### src/design/dts_pkg.sv
`default_nettype none
package dts_pkg;

    typedef enum logic [1:0] {
        OP_SCHED    = 2'd0,
        OP_CANCEL   = 2'd1,
        OP_DISPATCH = 2'd2,
        OP_NONE     = 2'd3
    } t_op;

    localparam logic [1:0] ST_OK        = 2'd0;
    localparam logic [1:0] ST_FULL      = 2'd1;
    localparam logic [1:0] ST_NOT_FOUND = 2'd2;

    localparam logic [2:0] PRIO_NORMAL = 3'd2;
    localparam logic [2:0] PRIO_MAX    = 3'd4;

    localparam logic [2:0] CFG_FRAME = 3'd5;

    typedef enum logic [2:0] {
        S_IDLE,
        S_SCAN,
        S_SCAN2,
        S_FINISH,
        S_OUT
    } t_state;

    // payload of one table entry
    typedef struct packed {
        logic [31:0] start;
        logic [31:0] deadline;
        logic [2:0]  prio;
    } t_entry;

    function automatic logic [31:0] sat_add(input logic [31:0] a, input logic [31:0] b);
        logic [32:0] s;
        s = {1'b0, a} + {1'b0, b};
        sat_add = s[32] ? 32'hFFFF_FFFF : s[31:0];
    endfunction

endpackage
`default_nettype wire

### src/design/dts_mem.sv
`default_nettype none
// Entry store: one write port, one registered read port.
module dts_mem #(
    parameter int DEPTH = 32,
    parameter int AW    = 5,
    parameter int HW    = 16
) (
    input  wire                    i_clk,
    input  wire                    i_we,
    input  wire  [AW-1:0]          i_waddr,
    input  wire  dts_pkg::t_entry  i_wentry,
    input  wire  [HW-1:0]          i_whandle,
    input  wire  [AW-1:0]          i_raddr,
    output dts_pkg::t_entry        o_rentry,
    output logic [HW-1:0]          o_rhandle
);
    dts_pkg::t_entry r_ent [DEPTH];
    logic [HW-1:0]   r_hnd [DEPTH];

    always_ff @(posedge i_clk) begin
        if (i_we) begin
            r_ent[i_waddr] <= i_wentry;
            r_hnd[i_waddr] <= i_whandle;
        end
        o_rentry  <= r_ent[i_raddr];
        o_rhandle <= r_hnd[i_raddr];
    end
endmodule
`default_nettype wire

### src/design/deadline_task_scheduler_core.sv
`default_nettype none
// Deadline task scheduler. Task entries live in a single-port-read memory;
// live/ready flags are flip-flops. Every item sweeps the table through the
// memory read port, one entry per cycle; the read data is registered. One
// sweep serves most items. A dispatch that hands out a task needs a second
// sweep to find the next ready task and the earliest timer. Results sit in an
// output register and the input stalls until the result is delivered, so a
// stall on the result side holds off the next item.
module deadline_task_scheduler_core #(
    parameter int TASK_SLOTS  = 32,
    parameter int HANDLE_BITS = 16
) (
    input  wire                    i_clk,
    input  wire                    i_rst_n,
    input  wire                    i_cfg_we,
    input  wire  [2:0]             i_cfg_index,
    input  wire  [30:0]            i_cfg_data,
    input  wire                    i_valid,
    output logic                   o_stall,
    input  wire  [1:0]             i_op,
    input  wire  [2:0]             i_priority_req,
    input  wire  [30:0]            i_delay,
    input  wire  [30:0]            i_timeout_override,
    input  wire  [HANDLE_BITS-1:0] i_task_handle,
    input  wire  [31:0]            i_now,
    input  wire  [31:0]            i_slice_start,
    input  wire                    i_paint_pending,
    output logic                   o_valid,
    input  wire                    i_stall,
    output logic [1:0]             o_status,
    output logic [HANDLE_BITS-1:0] o_handle,
    output logic                   o_dispatched,
    output logic [2:0]             o_dispatched_priority,
    output logic                   o_did_timeout,
    output logic                   o_more_work,
    output logic                   o_callback_requested,
    output logic                   o_timer_armed,
    output logic [31:0]            o_timer_delay
);
    localparam int AW = (TASK_SLOTS > 1) ? $clog2(TASK_SLOTS) : 1;
    localparam int CW = AW + 1;
    localparam int HW = HANDLE_BITS;

    // configuration
    logic [30:0] r_tmo [5];
    logic [9:0]  r_frame;
    always_ff @(posedge i_clk) begin
        if (!i_rst_n) begin
            r_tmo[0] <= 31'd0;
            r_tmo[1] <= 31'd250;
            r_tmo[2] <= 31'd5000;
            r_tmo[3] <= 31'd10000;
            r_tmo[4] <= 31'd1073741823;
            r_frame  <= 10'd5;
        end else if (i_cfg_we) begin
            if (i_cfg_index < dts_pkg::CFG_FRAME)
                r_tmo[i_cfg_index] <= i_cfg_data;
            else if (i_cfg_index == dts_pkg::CFG_FRAME)
                r_frame <= i_cfg_data[9:0];
        end
    end

    // control state
    dts_pkg::t_state r_state, n_state;
    logic [TASK_SLOTS-1:0] r_live, r_ready;
    logic [HW-1:0] r_next_h;
    logic r_cb_armed, r_to_armed;
    logic [CW-1:0] r_cnt;

    // latched item
    dts_pkg::t_op r_op;
    logic [31:0]  r_start, r_now, r_ss;
    logic [HW-1:0] r_th;
    logic r_paint;

    // scan accumulators
    logic          r_rv;         // read data valid for slot r_rslot
    logic [AW-1:0] r_rslot;
    logic          r_bt_ok, r_br_ok, r_bt2_ok, r_fnd_ok;
    logic [AW-1:0] r_bt, r_br, r_fnd;
    logic [31:0]   r_bt_key, r_br_key;
    logic [HW-1:0] r_bt_age, r_br_age;
    logic [2:0]    r_br_pr;
    logic [HW-1:0] r_br_h;

    // memory
    logic          mem_we;
    logic [AW-1:0] mem_waddr, mem_raddr;
    dts_pkg::t_entry mem_wentry, mem_rentry;
    logic [HW-1:0] mem_rhandle;

    dts_mem #(.DEPTH(TASK_SLOTS), .AW(AW), .HW(HW)) u_mem (
        .i_clk    (i_clk),
        .i_we     (mem_we),
        .i_waddr  (mem_waddr),
        .i_wentry (mem_wentry),
        .i_whandle(r_next_h),
        .i_raddr  (mem_raddr),
        .o_rentry (mem_rentry),
        .o_rhandle(mem_rhandle)
    );

    // free slot: lowest non-live
    logic          free_ok;
    logic [AW-1:0] free_slot;
    always_comb begin
        free_ok = 1'b0;
        free_slot = '0;
        for (int i = TASK_SLOTS - 1; i >= 0; i--) begin
            if (!r_live[i]) begin
                free_ok = 1'b1;
                free_slot = AW'(i);
            end
        end
    end

    wire in_acc  = i_valid && !o_stall;
    wire out_acc = o_valid && !i_stall;
    assign o_stall = (r_state != dts_pkg::S_IDLE);

    // item decode
    logic [2:0]  in_pr;
    logic [31:0] in_start, in_dl, in_tmo;
    always_comb begin
        in_pr = (i_priority_req > dts_pkg::PRIO_MAX) ? dts_pkg::PRIO_NORMAL : i_priority_req;
        in_start = dts_pkg::sat_add(i_now, {1'b0, i_delay});
        in_tmo = (i_timeout_override != '0) ? {1'b0, i_timeout_override}
                                            : {1'b0, r_tmo[in_pr]};
        in_dl = dts_pkg::sat_add(in_start, in_tmo);
    end

    assign mem_we     = in_acc && (i_op == dts_pkg::OP_SCHED) && free_ok;
    assign mem_waddr  = free_slot;
    assign mem_wentry = '{start: in_start, deadline: in_dl, prio: in_pr};
    assign mem_raddr  = r_cnt[AW-1:0];

    // current sweep entry
    wire [HW-1:0] cur_age  = mem_rhandle - r_next_h;
    wire cur_live  = r_live[r_rslot];
    wire cur_ready = r_ready[r_rslot] ||
                     (r_op == dts_pkg::OP_DISPATCH && r_state == dts_pkg::S_SCAN &&
                      mem_rentry.start <= r_now);
    wire cur_t = r_rv && cur_live && !cur_ready;
    wire cur_r = r_rv && cur_live && cur_ready && !(r_state == dts_pkg::S_SCAN2 && r_rslot == r_br);
    wire t_better = !r_bt_ok || mem_rentry.start < r_bt_key ||
                    (mem_rentry.start == r_bt_key && cur_age < r_bt_age);
    wire r_better = !r_br_ok || mem_rentry.deadline < r_br_key ||
                    (mem_rentry.deadline == r_br_key && cur_age < r_br_age);
    // all reads issued; sweep ends once the last read data is gone
    wire cnt_done = (r_cnt == CW'(TASK_SLOTS));
    wire sweep_end = cnt_done && !r_rv;

    // yield test on the earliest ready task
    wire [31:0] elapsed = (r_ss > r_now) ? 32'd0 : r_now - r_ss;
    wire r_yield_w = (r_br_key > r_now) && (r_paint || elapsed >= {22'd0, r_frame});

    // next state
    always_comb begin
        n_state = r_state;
        case (r_state)
            dts_pkg::S_IDLE:   if (in_acc) n_state = dts_pkg::S_SCAN;
            dts_pkg::S_SCAN: begin
                if (sweep_end)
                    n_state = (r_op == dts_pkg::OP_DISPATCH && r_br_ok && !r_yield_w) ?
                              dts_pkg::S_SCAN2 : dts_pkg::S_FINISH;
            end
            dts_pkg::S_SCAN2:  if (sweep_end) n_state = dts_pkg::S_FINISH;
            dts_pkg::S_FINISH: n_state = dts_pkg::S_OUT;
            dts_pkg::S_OUT:    if (out_acc) n_state = dts_pkg::S_IDLE;
            default:           n_state = dts_pkg::S_IDLE;
        endcase
    end

    always_comb o_valid = (r_state == dts_pkg::S_OUT);

    always_ff @(posedge i_clk) begin
        if (!i_rst_n) begin
            r_state    <= dts_pkg::S_IDLE;
            r_live     <= '0;
            r_ready    <= '0;
            r_next_h   <= HW'(1);
            r_cb_armed <= 1'b0;
            r_to_armed <= 1'b0;
            r_cnt      <= '0;
            r_rv       <= 1'b0;
        end else begin
            r_state <= n_state;
            case (r_state)
                dts_pkg::S_IDLE: begin
                    r_cnt <= '0;
                    r_rv  <= 1'b0;
                    if (in_acc) begin
                        r_op <= dts_pkg::t_op'(i_op);
                        r_start <= in_start;
                        r_now <= i_now;
                        r_ss <= i_slice_start;
                        r_th <= i_task_handle;
                        r_paint <= i_paint_pending;
                        r_bt_ok <= 1'b0; r_br_ok <= 1'b0; r_fnd_ok <= 1'b0;
                        r_bt2_ok <= free_ok;
                        r_fnd <= free_slot;
                        if (mem_we) begin
                            r_live[free_slot] <= 1'b1;
                            r_ready[free_slot] <= 1'b0;
                            r_next_h <= (r_next_h + HW'(1) == '0) ? HW'(1) : r_next_h + HW'(1);
                        end
                        if (i_op == dts_pkg::OP_DISPATCH) begin
                            r_cb_armed <= 1'b0;
                            r_to_armed <= 1'b0;
                        end
                    end
                end
                dts_pkg::S_SCAN, dts_pkg::S_SCAN2: begin
                    // one read per cycle; its data arrives in the following cycle for r_rslot
                    r_rv <= !cnt_done;
                    if (!cnt_done) begin
                        r_cnt   <= r_cnt + CW'(1);
                        r_rslot <= r_cnt[AW-1:0];
                    end
                    if (r_state == dts_pkg::S_SCAN && n_state == dts_pkg::S_SCAN2) begin
                        r_cnt <= '0; r_bt_ok <= 1'b0;
                        r_live[r_br] <= 1'b0; r_ready[r_br] <= 1'b0;
                    end
                    if (r_rv) begin
                        if (r_state == dts_pkg::S_SCAN && r_op == dts_pkg::OP_DISPATCH && cur_live)
                            r_ready[r_rslot] <= cur_ready;
                        if (cur_t && t_better) begin
                            r_bt_ok <= 1'b1; r_bt <= r_rslot;
                            r_bt_key <= mem_rentry.start; r_bt_age <= cur_age;
                        end
                        if (r_state == dts_pkg::S_SCAN) begin
                            if (cur_r && r_better) begin
                                r_br_ok <= 1'b1; r_br <= r_rslot;
                                r_br_key <= mem_rentry.deadline; r_br_age <= cur_age;
                                r_br_pr <= mem_rentry.prio; r_br_h <= mem_rhandle;
                            end
                            if (r_op == dts_pkg::OP_CANCEL && cur_live && !r_fnd_ok &&
                                mem_rhandle == r_th) begin
                                r_fnd_ok <= 1'b1; r_fnd <= r_rslot;
                            end
                        end else if (cur_r) begin
                            r_fnd_ok <= 1'b1;
                        end
                    end
                end
                dts_pkg::S_FINISH: begin
                    r_cnt <= '0;
                    o_status <= dts_pkg::ST_OK; o_handle <= '0; o_dispatched <= 1'b0;
                    o_dispatched_priority <= '0; o_did_timeout <= 1'b0; o_more_work <= 1'b0;
                    o_callback_requested <= 1'b0; o_timer_armed <= 1'b0; o_timer_delay <= '0;
                    case (r_op)
                        dts_pkg::OP_SCHED: begin
                            if (!r_bt2_ok) o_status <= dts_pkg::ST_FULL;
                            else begin
                                o_handle <= r_next_h - HW'(1) == '0 ? {HW{1'b1}} : r_next_h - HW'(1);
                                if (r_start > r_now) begin
                                    if (!r_br_ok && r_bt_ok && r_bt == r_fnd) begin
                                        r_to_armed <= 1'b1; o_timer_armed <= 1'b1;
                                        o_timer_delay <= r_start - r_now;
                                    end
                                end else begin
                                    r_ready[r_fnd] <= 1'b1;
                                    if (!r_cb_armed) begin
                                        r_cb_armed <= 1'b1; o_callback_requested <= 1'b1;
                                    end
                                end
                            end
                        end
                        dts_pkg::OP_CANCEL: begin
                            o_handle <= r_th;
                            if (r_th != '0) begin
                                if (!r_fnd_ok) o_status <= dts_pkg::ST_NOT_FOUND;
                                else begin
                                    r_live[r_fnd] <= 1'b0; r_ready[r_fnd] <= 1'b0;
                                end
                            end
                        end
                        dts_pkg::OP_DISPATCH: begin
                            if (r_br_ok && r_yield_w) begin
                                o_more_work <= 1'b1; o_callback_requested <= 1'b1;
                                r_cb_armed <= 1'b1;
                            end else begin
                                if (r_br_ok) begin
                                    o_handle <= r_br_h; o_dispatched <= 1'b1;
                                    o_dispatched_priority <= r_br_pr;
                                    o_did_timeout <= (r_br_key <= r_now);
                                end
                                if (r_br_ok && r_fnd_ok) begin
                                    o_more_work <= 1'b1; o_callback_requested <= 1'b1;
                                    r_cb_armed <= 1'b1;
                                end else if (r_bt_ok) begin
                                    r_to_armed <= 1'b1; o_timer_armed <= 1'b1;
                                    o_timer_delay <= r_bt_key - r_now;
                                end
                            end
                        end
                        default: ;
                    endcase
                end
                default: ;
            endcase
        end
    end
endmodule
`default_nettype wire

### config.mk
export PLATFORM = sky130hd
export DESIGN_NAME = deadline_task_scheduler_core
export DESIGN_NICKNAME = d
export VERILOG_FILES = /design/src/design/dts_pkg.sv /design/src/design/dts_mem.sv /design/src/design/deadline_task_scheduler_core.sv
export SDC_FILE = /design/constraint.sdc
export NUM_CORES = 2
export LEC_CHECK = 0
export BUFFER_PORTS_ARGS = -buffer_cell sky130_fd_sc_hd__buf_2
export CAP_MARGIN = 10
export CORE_ASPECT_RATIO = 0.6
export CORE_UTILIZATION = 28
export DETAILED_ROUTE_END_ITERATION = 12
export SLEW_MARGIN = 5
export SYNTH_ARGS = -nofsm -noshare
export SYNTH_HDL_FRONTEND = slang
export SYNTH_SLANG_ARGS = --single-unit
export TNS_END_PERCENT = 50
### constraint.sdc
create_clock -name i_clk -period 11.19 [get_ports i_clk]
set_clock_uncertainty 0.2 [all_clocks]
set_input_delay 2.238 -clock i_clk [delete_from_list [all_inputs] [get_ports i_clk]]
set_output_delay 2.238 -clock i_clk [all_outputs]
set_load 0.01 [all_outputs]
== Word level (Yosys, flattened, before mapping) ==
Memory sizes are Yosys's and may differ from the RTL's. A register that Yosys moved wholly into a read port is not among the register bits.
Index checks and enable logic that the tools add are counted.
Cells by class
  mux-type cells: 180
  eq/ne operators: 36
  reductions and logical operators: 80
  add/sub/neg operators: 9
  bitwise operators: 14
  magnitude comparators: 20
Operator list (count)
  32-bit 2-to-1 mux: 26
  32-bit case mux with 3 select lines: 2
  5-bit 2-to-1 mux: 36
  32-bit bitwise AND: 5
  32-bit case mux with 2 select lines: 2
  32-bit > comparator: 3
  32-bit inverter: 3
  32-bit subtractor: 3
  16-bit 2-to-1 mux: 5
  1-bit 2-to-1 mux: 77
  32-bit by 31-bit adder with 33-bit output: 2
  32-bit equality test: 2
  32-bit less-or-equal comparator: 2
  32-bit less-than comparator: 2
  32-bit OR: 2
  31-bit 2-to-1 mux: 2
  16-bit case mux with 3 select lines: 1
  32-bit bitwise mux: 1
  32-bit by 10-bit >= comparator with 1-bit output: 1
  1-bit logical AND: 32
  16-bit zero test: 2
  16-bit less-than comparator: 2
  31-bit nonzero test: 1
  31-bit OR reduction: 1
  47 further kinds: 124
Storage, ports and cells
  memories: 3
  word-level logic and storage cells: 379
  bits in registers: 413
  input bits: 187
  output and inout bits: 60
  memory bits (writable): 2811
Memory list
  u_mem.r_ent: words 32, width 67, read ports 1, clocked after Yosys merged registers in 1, wr ports 1, RTL line dts_mem.sv:17  | dts_pkg::t_entry r_ent [DEPTH];
  u_mem.r_hnd: words 32, width 16, read ports 1, clocked after Yosys merged registers in 1, wr ports 1, RTL line dts_mem.sv:18  | logic [HW-1:0] r_hnd [DEPTH];
  r_tmo: words 5, width 31, read ports 1, clocked after Yosys merged registers in 0, wr ports 5, RTL line deadline_task_scheduler_core.sv:45  | logic [30:0] r_tmo [5];

== Depth between registers and ports, before layout ==
  depth after elaboration: 41
  depth in mapped cells: 29
  depth with buffers taken out: 26

== Modules after synthesis ==
From an unflattened synthesis, not the netlist that was laid out.
Second synthesis, totals
  cells, all modules: 8897
  area total of the unflattened synthesis: 141752.2 um^2
Modules (own cells, without submodules)
  dts_mem: seq. area each 81418.1 um^2, cells each 4840, area an instance 102618.4 um^2, instances 1
  deadline_task_scheduler_core: seq. area each 16045.4 um^2, cells each 4057, area an instance 39133.8 um^2, instances 1

== Worst setup path before layout ==
Ideal clock, no wire load.
  path type: input -> register
  start: in i_valid
  end: mem u_mem.r_ent[18][0] (netlist bit) (enable)
  setup slack: -0.450 ns
  stages: 4
  path buffers: 0
  data arrival time: 10.710 ns
  data required time: 10.261 ns
  library setup time: 0.729 ns
  cells stage by stage: nand3_1 nor3_1 nand2_1 nor4_1
Between the ends
  longest elaborated chain between the ends: 5
Ends and longest elaborated chain
  from (decl): RTL line deadline_task_scheduler_core.sv:18  | input wire i_valid,
  1-bit logical AND: RTL line deadline_task_scheduler_core.sv:117  | wire in_acc = i_valid && !o_stall;
  1-bit logical AND (2 in series): RTL line deadline_task_scheduler_core.sv:132  | assign mem_we = in_acc && (i_op == dts_pkg::OP_SCHED) && free_ok;
  1-bit 2-to-1 mux: RTL line dts_mem.sv:21  | if (i_we) begin
  1-bit 2-to-1 mux (not written as such): RTL line dts_mem.sv:22  | r_ent[i_waddr] <= i_wentry;
  to (decl): RTL line dts_mem.sv:17
Every way passes these cells.

== Final worst setup path ==
  start: reg r_now[0]
  end: reg r_live[8]
Between the ends
  longest elaborated chain between the ends: 14
  elaborated cells between the ends (all ways): 16
  classes of those cells: 1 x add/sub; 3 x order compare; 2 x eq/ne; 4 x mux; 6 x reduce/logical
Ends and longest elaborated chain
  from (decl): RTL line deadline_task_scheduler_core.sv:72  | logic [31:0] r_start, r_now, r_ss;
  from (signal assigned): RTL line deadline_task_scheduler_core.sv:195  | r_now <= i_now;
  32-bit subtractor or 32-bit > comparator (tied branches): RTL line deadline_task_scheduler_core.sv:154  | wire [31:0] elapsed = (r_ss > r_now) ? 32'd0 : r_now - r_ss;
  32-bit 2-to-1 mux: RTL line deadline_task_scheduler_core.sv:154
  32-bit by 10-bit >= comparator with 1-bit output: RTL line deadline_task_scheduler_core.sv:155  | wire r_yield_w = (r_br_key > r_now) && (r_paint || elapsed >= {22'd0, r_frame});
  1-bit logical OR: RTL line deadline_task_scheduler_core.sv:155
  1-bit logical AND *: RTL line deadline_task_scheduler_core.sv:155
  1-bit zero test *: RTL line deadline_task_scheduler_core.sv:164  | n_state = (r_op == dts_pkg::OP_DISPATCH && r_br_ok && !r_yield_w) ?
  1-bit logical AND *: RTL line deadline_task_scheduler_core.sv:164
  1-bit 2-to-1 mux *: RTL line deadline_task_scheduler_core.sv:164
  3-bit 2-to-1 mux *: RTL line deadline_task_scheduler_core.sv:163  | if (sweep_end)
  3-bit case mux with 5 select lines *: RTL line deadline_task_scheduler_core.sv:160  | case (r_state)
  3-bit by 2-bit equality test with 1-bit output *: RTL line deadline_task_scheduler_core.sv:220  | if (r_state == dts_pkg::S_SCAN && n_state == dts_pkg::S_SCAN2) begin
  1-bit logical AND *: RTL line deadline_task_scheduler_core.sv:220
  2-bit != test (no source line) *
  7-bit AND reduction (no source line) *
  to (signal, indexed assignment): RTL line deadline_task_scheduler_core.sv:203  | r_live[free_slot] <= 1'b1;
  to (signal, indexed assignment): RTL line deadline_task_scheduler_core.sv:222  | r_live[r_br] <= 1'b0; r_ready[r_br] <= 1'b0;
  to (signal, indexed assignment): RTL line deadline_task_scheduler_core.sv:274  | r_live[r_fnd] <= 1'b0; r_ready[r_fnd] <= 1'b0;
  to (decl): RTL line deadline_task_scheduler_core.sv:65  | logic [TASK_SLOTS-1:0] r_live, r_ready;
Every way passes the cells marked *; elsewhere a longest branch is shown, timed or not.
A chain may end at the register's enable or synchronous reset.

==> qor.yml <==
yosys:
  ys_warn_count: 0
  synthFlopType: "edfxtp_1"
  async_reset_ff_share_pct: 0
  avgSynthCellArea_sq_um: 17.90
  synth_top_area_share_pct: 66.45
  postSynthCellCount: 7885
  ys_types: 102
  synth-edff-count: 3123
  ys_ff_latch: 3307
  synth.area.top_cells: "edfxtp_1 (66%), mux4_2 (14%), ha_1 (3.1%), dfxtp_1 (2.6%), mux2_2 (0.92%)"
  synth_top_cell_by_area: "edfxtp_1"
  syn_area_sq_um: 141100
  yosysSeqAreaShare_pct: 69.06
  syn_nets: 8423
final_layout:
  final_common_cell: "edfxtp_1"
  nNetsFinal: 8867
  layout-drive-gt1-share_pct: 24.17
  areaGrowthSynthToFinish_pct: 15.49
  layout.cells.most_common_list: "edfxtp_1 (3123), mux4_2 (850), ha_1 (345)"
  final_cell_area_sq_um: 163000
timing:
  post-route-period-util_pct: 85.85
  hold_viol: 0
  maxSlewHeadroom_pct: 17.23
  finalMaxSlewViolations: 0
  grt_setup_unrepaired: "false"
  fin_ws_ns: 1.584
  finalCriticalPeriod_ns: 9.606
  max_freq_mhz: 104.1
  hold_slack_ns: 0.2449
  worst_slew_pin_slew_ns: 1.240
  finalSetupViolCount: 0
  tns_ns: 0
clock_network:
  ctsResizeCount: 0
  cts_buffer_depth: 4
  worstSkewPairLatency_ns: 0.93
  cts_root_buffer: "clkbuf_16"
  h-tree-depth: 5
  clk_pin_slew_ns: 0.06
  cts_tree: "done"
  numCtsBuffers: 334
  cts.sinks: 3307
  cts_setup_buffers: 0
  cts_hold_buffers: 0
critical_path:
  crit_required_ns: 11.73
  crit_path_start: "r_now[0]"
  cp-start-kind: "flip-flop"
  cp-endpoint: "r_live[8]"
  timing_worst_setup_path_type: "reg2reg"
  r2r-start: "r_now[0]"
  r2r-end: "r_live[8]"
  worstRegToRegCells: 27
  setup.worst_path.end_class: "flip-flop"
  worstPathMaxFanout: 37
  rrSetupSlack_ns: 1.58
  cp.arrival_ns: 10.15
power:
  p_sw_share_pct: 23.88
  pwr-share-seq_pct: 51.0
  p_leak_uw: 0.05296
  pwr-share-comb_pct: 9.0
  p_per_area_nw_per_um2: 174.6
  power.internal_uw: 21670
  p_switching_uw: 6796
  p_total_uw: 28460
  pwr-share-clk_pct: 40.1
  peakVddDrop_uv: 122.6
global_route:
  grt_max_degree: 99
  gr-total-overflow: 0
  grt_pass1_wl_um: 619000
  grt_antenna_before_repair: 42
  grt_pass1_vias: 78600
  track_usage_pct: 16.99
floorplan:
  die-width_um: 918.6
  rows: 201
  die_area_sq_um: 507000
  pin_count: 247
  initial_core_util_pct: 28.19
  design.core.area_sq_um: 500700
  dieHeight_um: 551.9
route:
  detail-route-antenna-nets: 0
  dr.pass1.iters: 6
  wl_um: 446500
  route.detailed.drc: 0
  num_vias: 81940
  via_per_inst: 5.350
  first_iter_violations: 11580
  wl_per_cell_um: 29.15
worst_hold_path:
  min_from: "u_mem.o_rentry[27]"
  hold_class: "reg2reg"
job:
  max_cap_violations: 0
placement:
  port_buffers: 246
  place_ws_ns: 1.281
  placed_area_sq_um: 151900
  gp_congestion: 0.9198
  dp_hpwl_um: 262400
outcome:
  outcome: "finished clean"
==> through the flow <==
step           cells  utilization, %
3_3_place_gp   14690           30.33
3_5_place_dp   14690           30.33
6_report       15320           32.55
4_1_cts        15300           32.53
2_1_floorplan   7885               -
5_1_grt        15300           32.54
==> synth_stat cells (all sizes together) (83+ instances only) <==
cell type  number
nor2          248
and2          127
buf            96
dfxtp         184
a21oi         258
mux2          116
mux4          850
nand2         290
xnor2         114
ha            345
o21ai         231
nand2b         94
inv           245
edfxtp       3123
nor3           83
clkbuf        275
a21o          158
==> metal layers <==
layer | track usage, % | wire length (um)
met5 | 0 | 120
met4 | 3.761 | 10880
met3 | 4.359 | 50790
met2 | 24.34 | 185800
met1 | 25.75 | 198900
==> cell type report <==
cell class	count	area [sq um]
diodes	16	40.04
clock buffers	437	9214
clock inverters	170	1815
fillers	47360	337700
inverters	250	943.4
multi-input cells	3957	41680
flip-flops and latches	3307	97490
well taps	6699	8382
repair buffers	479	3427
==> sequential cells by signal, summed over array words and instances, names as in the netlist, 32 cells and up <==
signal / flops
o_timer_delay: 32
r_br_key: 32
r_bt_key: 32
r_live: 32
r_now: 32
r_ready: 32
r_ss: 32
r_start: 32
r_tmo: 155
u_mem.o_rentry: 67
u_mem.r_ent: 2144
u_mem.r_hnd: 512
==> worst max-delay path, stage by stage, from the launching register on <==
cell and delay, ns:
edfxtp_1 0.70, inv_1 0.15, ha_1 0.18, inv_1 0.05, fa_1 0.44, a211oi_2 0.29, o21ai_1 0.20, o211ai_2 0.26
a311oi_2 0.17, o21ai_1 0.34, nand2_1 0.13, a311oi_2 1.02, nor3_1 0.17, ha_1 0.36, a21o_1 0.18, a2111oi_0 0.34
o21ai_0 0.14, a31oi_1 0.51, nand4_1 0.21, nor4_1 0.34, o2111a_1 0.26, nand4_1 0.16, o22a_2 0.37, inv_2 0.71
a31o_1 0.26, buf_4 0.38, nand2_1 0.48, o221a_2 0.38
==> worst min path at each step <==
| stage | endpoint | slack, ns | cells after the start |
|---|---|---|---|
| floorplan | r_br_pr[0] | 0.19 | 0 |
| global placement | r_br_key[23] | 0.22 | 0 |
| detailed placement | r_br_key[23] | 0.22 | 0 |
| CTS | r_br_key[23] | 0.24 | 0 |
| global route | r_br_key[23] | 0.26 | 0 |
| finish | r_br_key[24] | 0.24 | 0 |
==> power by group through the flow <==
stage / sequential (uW) / combinational [uW] / clock (uW)
floorplan: 14800 / 1370 / 0
global placement: 14800 / 2390 / 0
detailed placement: 14800 / 2500 / 0
CTS: 14500 / 2510 / 11600
global route: 14500 / 2750 / 12000
finish: 14500 / 2550 / 11400
==> logic make-up (layout without fill, tap and decap cells) <==
| family | count (synthesis) | count (layout) | synth area share, % |
|---|---|---|---|
| XOR/XNOR | 187 | 187 | 1.160 |
| multiplexers | 1008 | 1008 | 14.79 |
| other | 0 | 16 | 0 |
| AND/OR/NAND/NOR | 1207 | 1207 | 4.311 |
| AO/OA/AOI/OAI | 1204 | 1204 | 5.853 |
| flip-flops | 3307 | 3307 | 69.06 |
| adder cells (fa/ha/maj) | 351 | 351 | 3.144 |
| buffers and inverters | 621 | 1336 | 1.689 |
No activity file was read; power rests on OpenSTA's default activity.
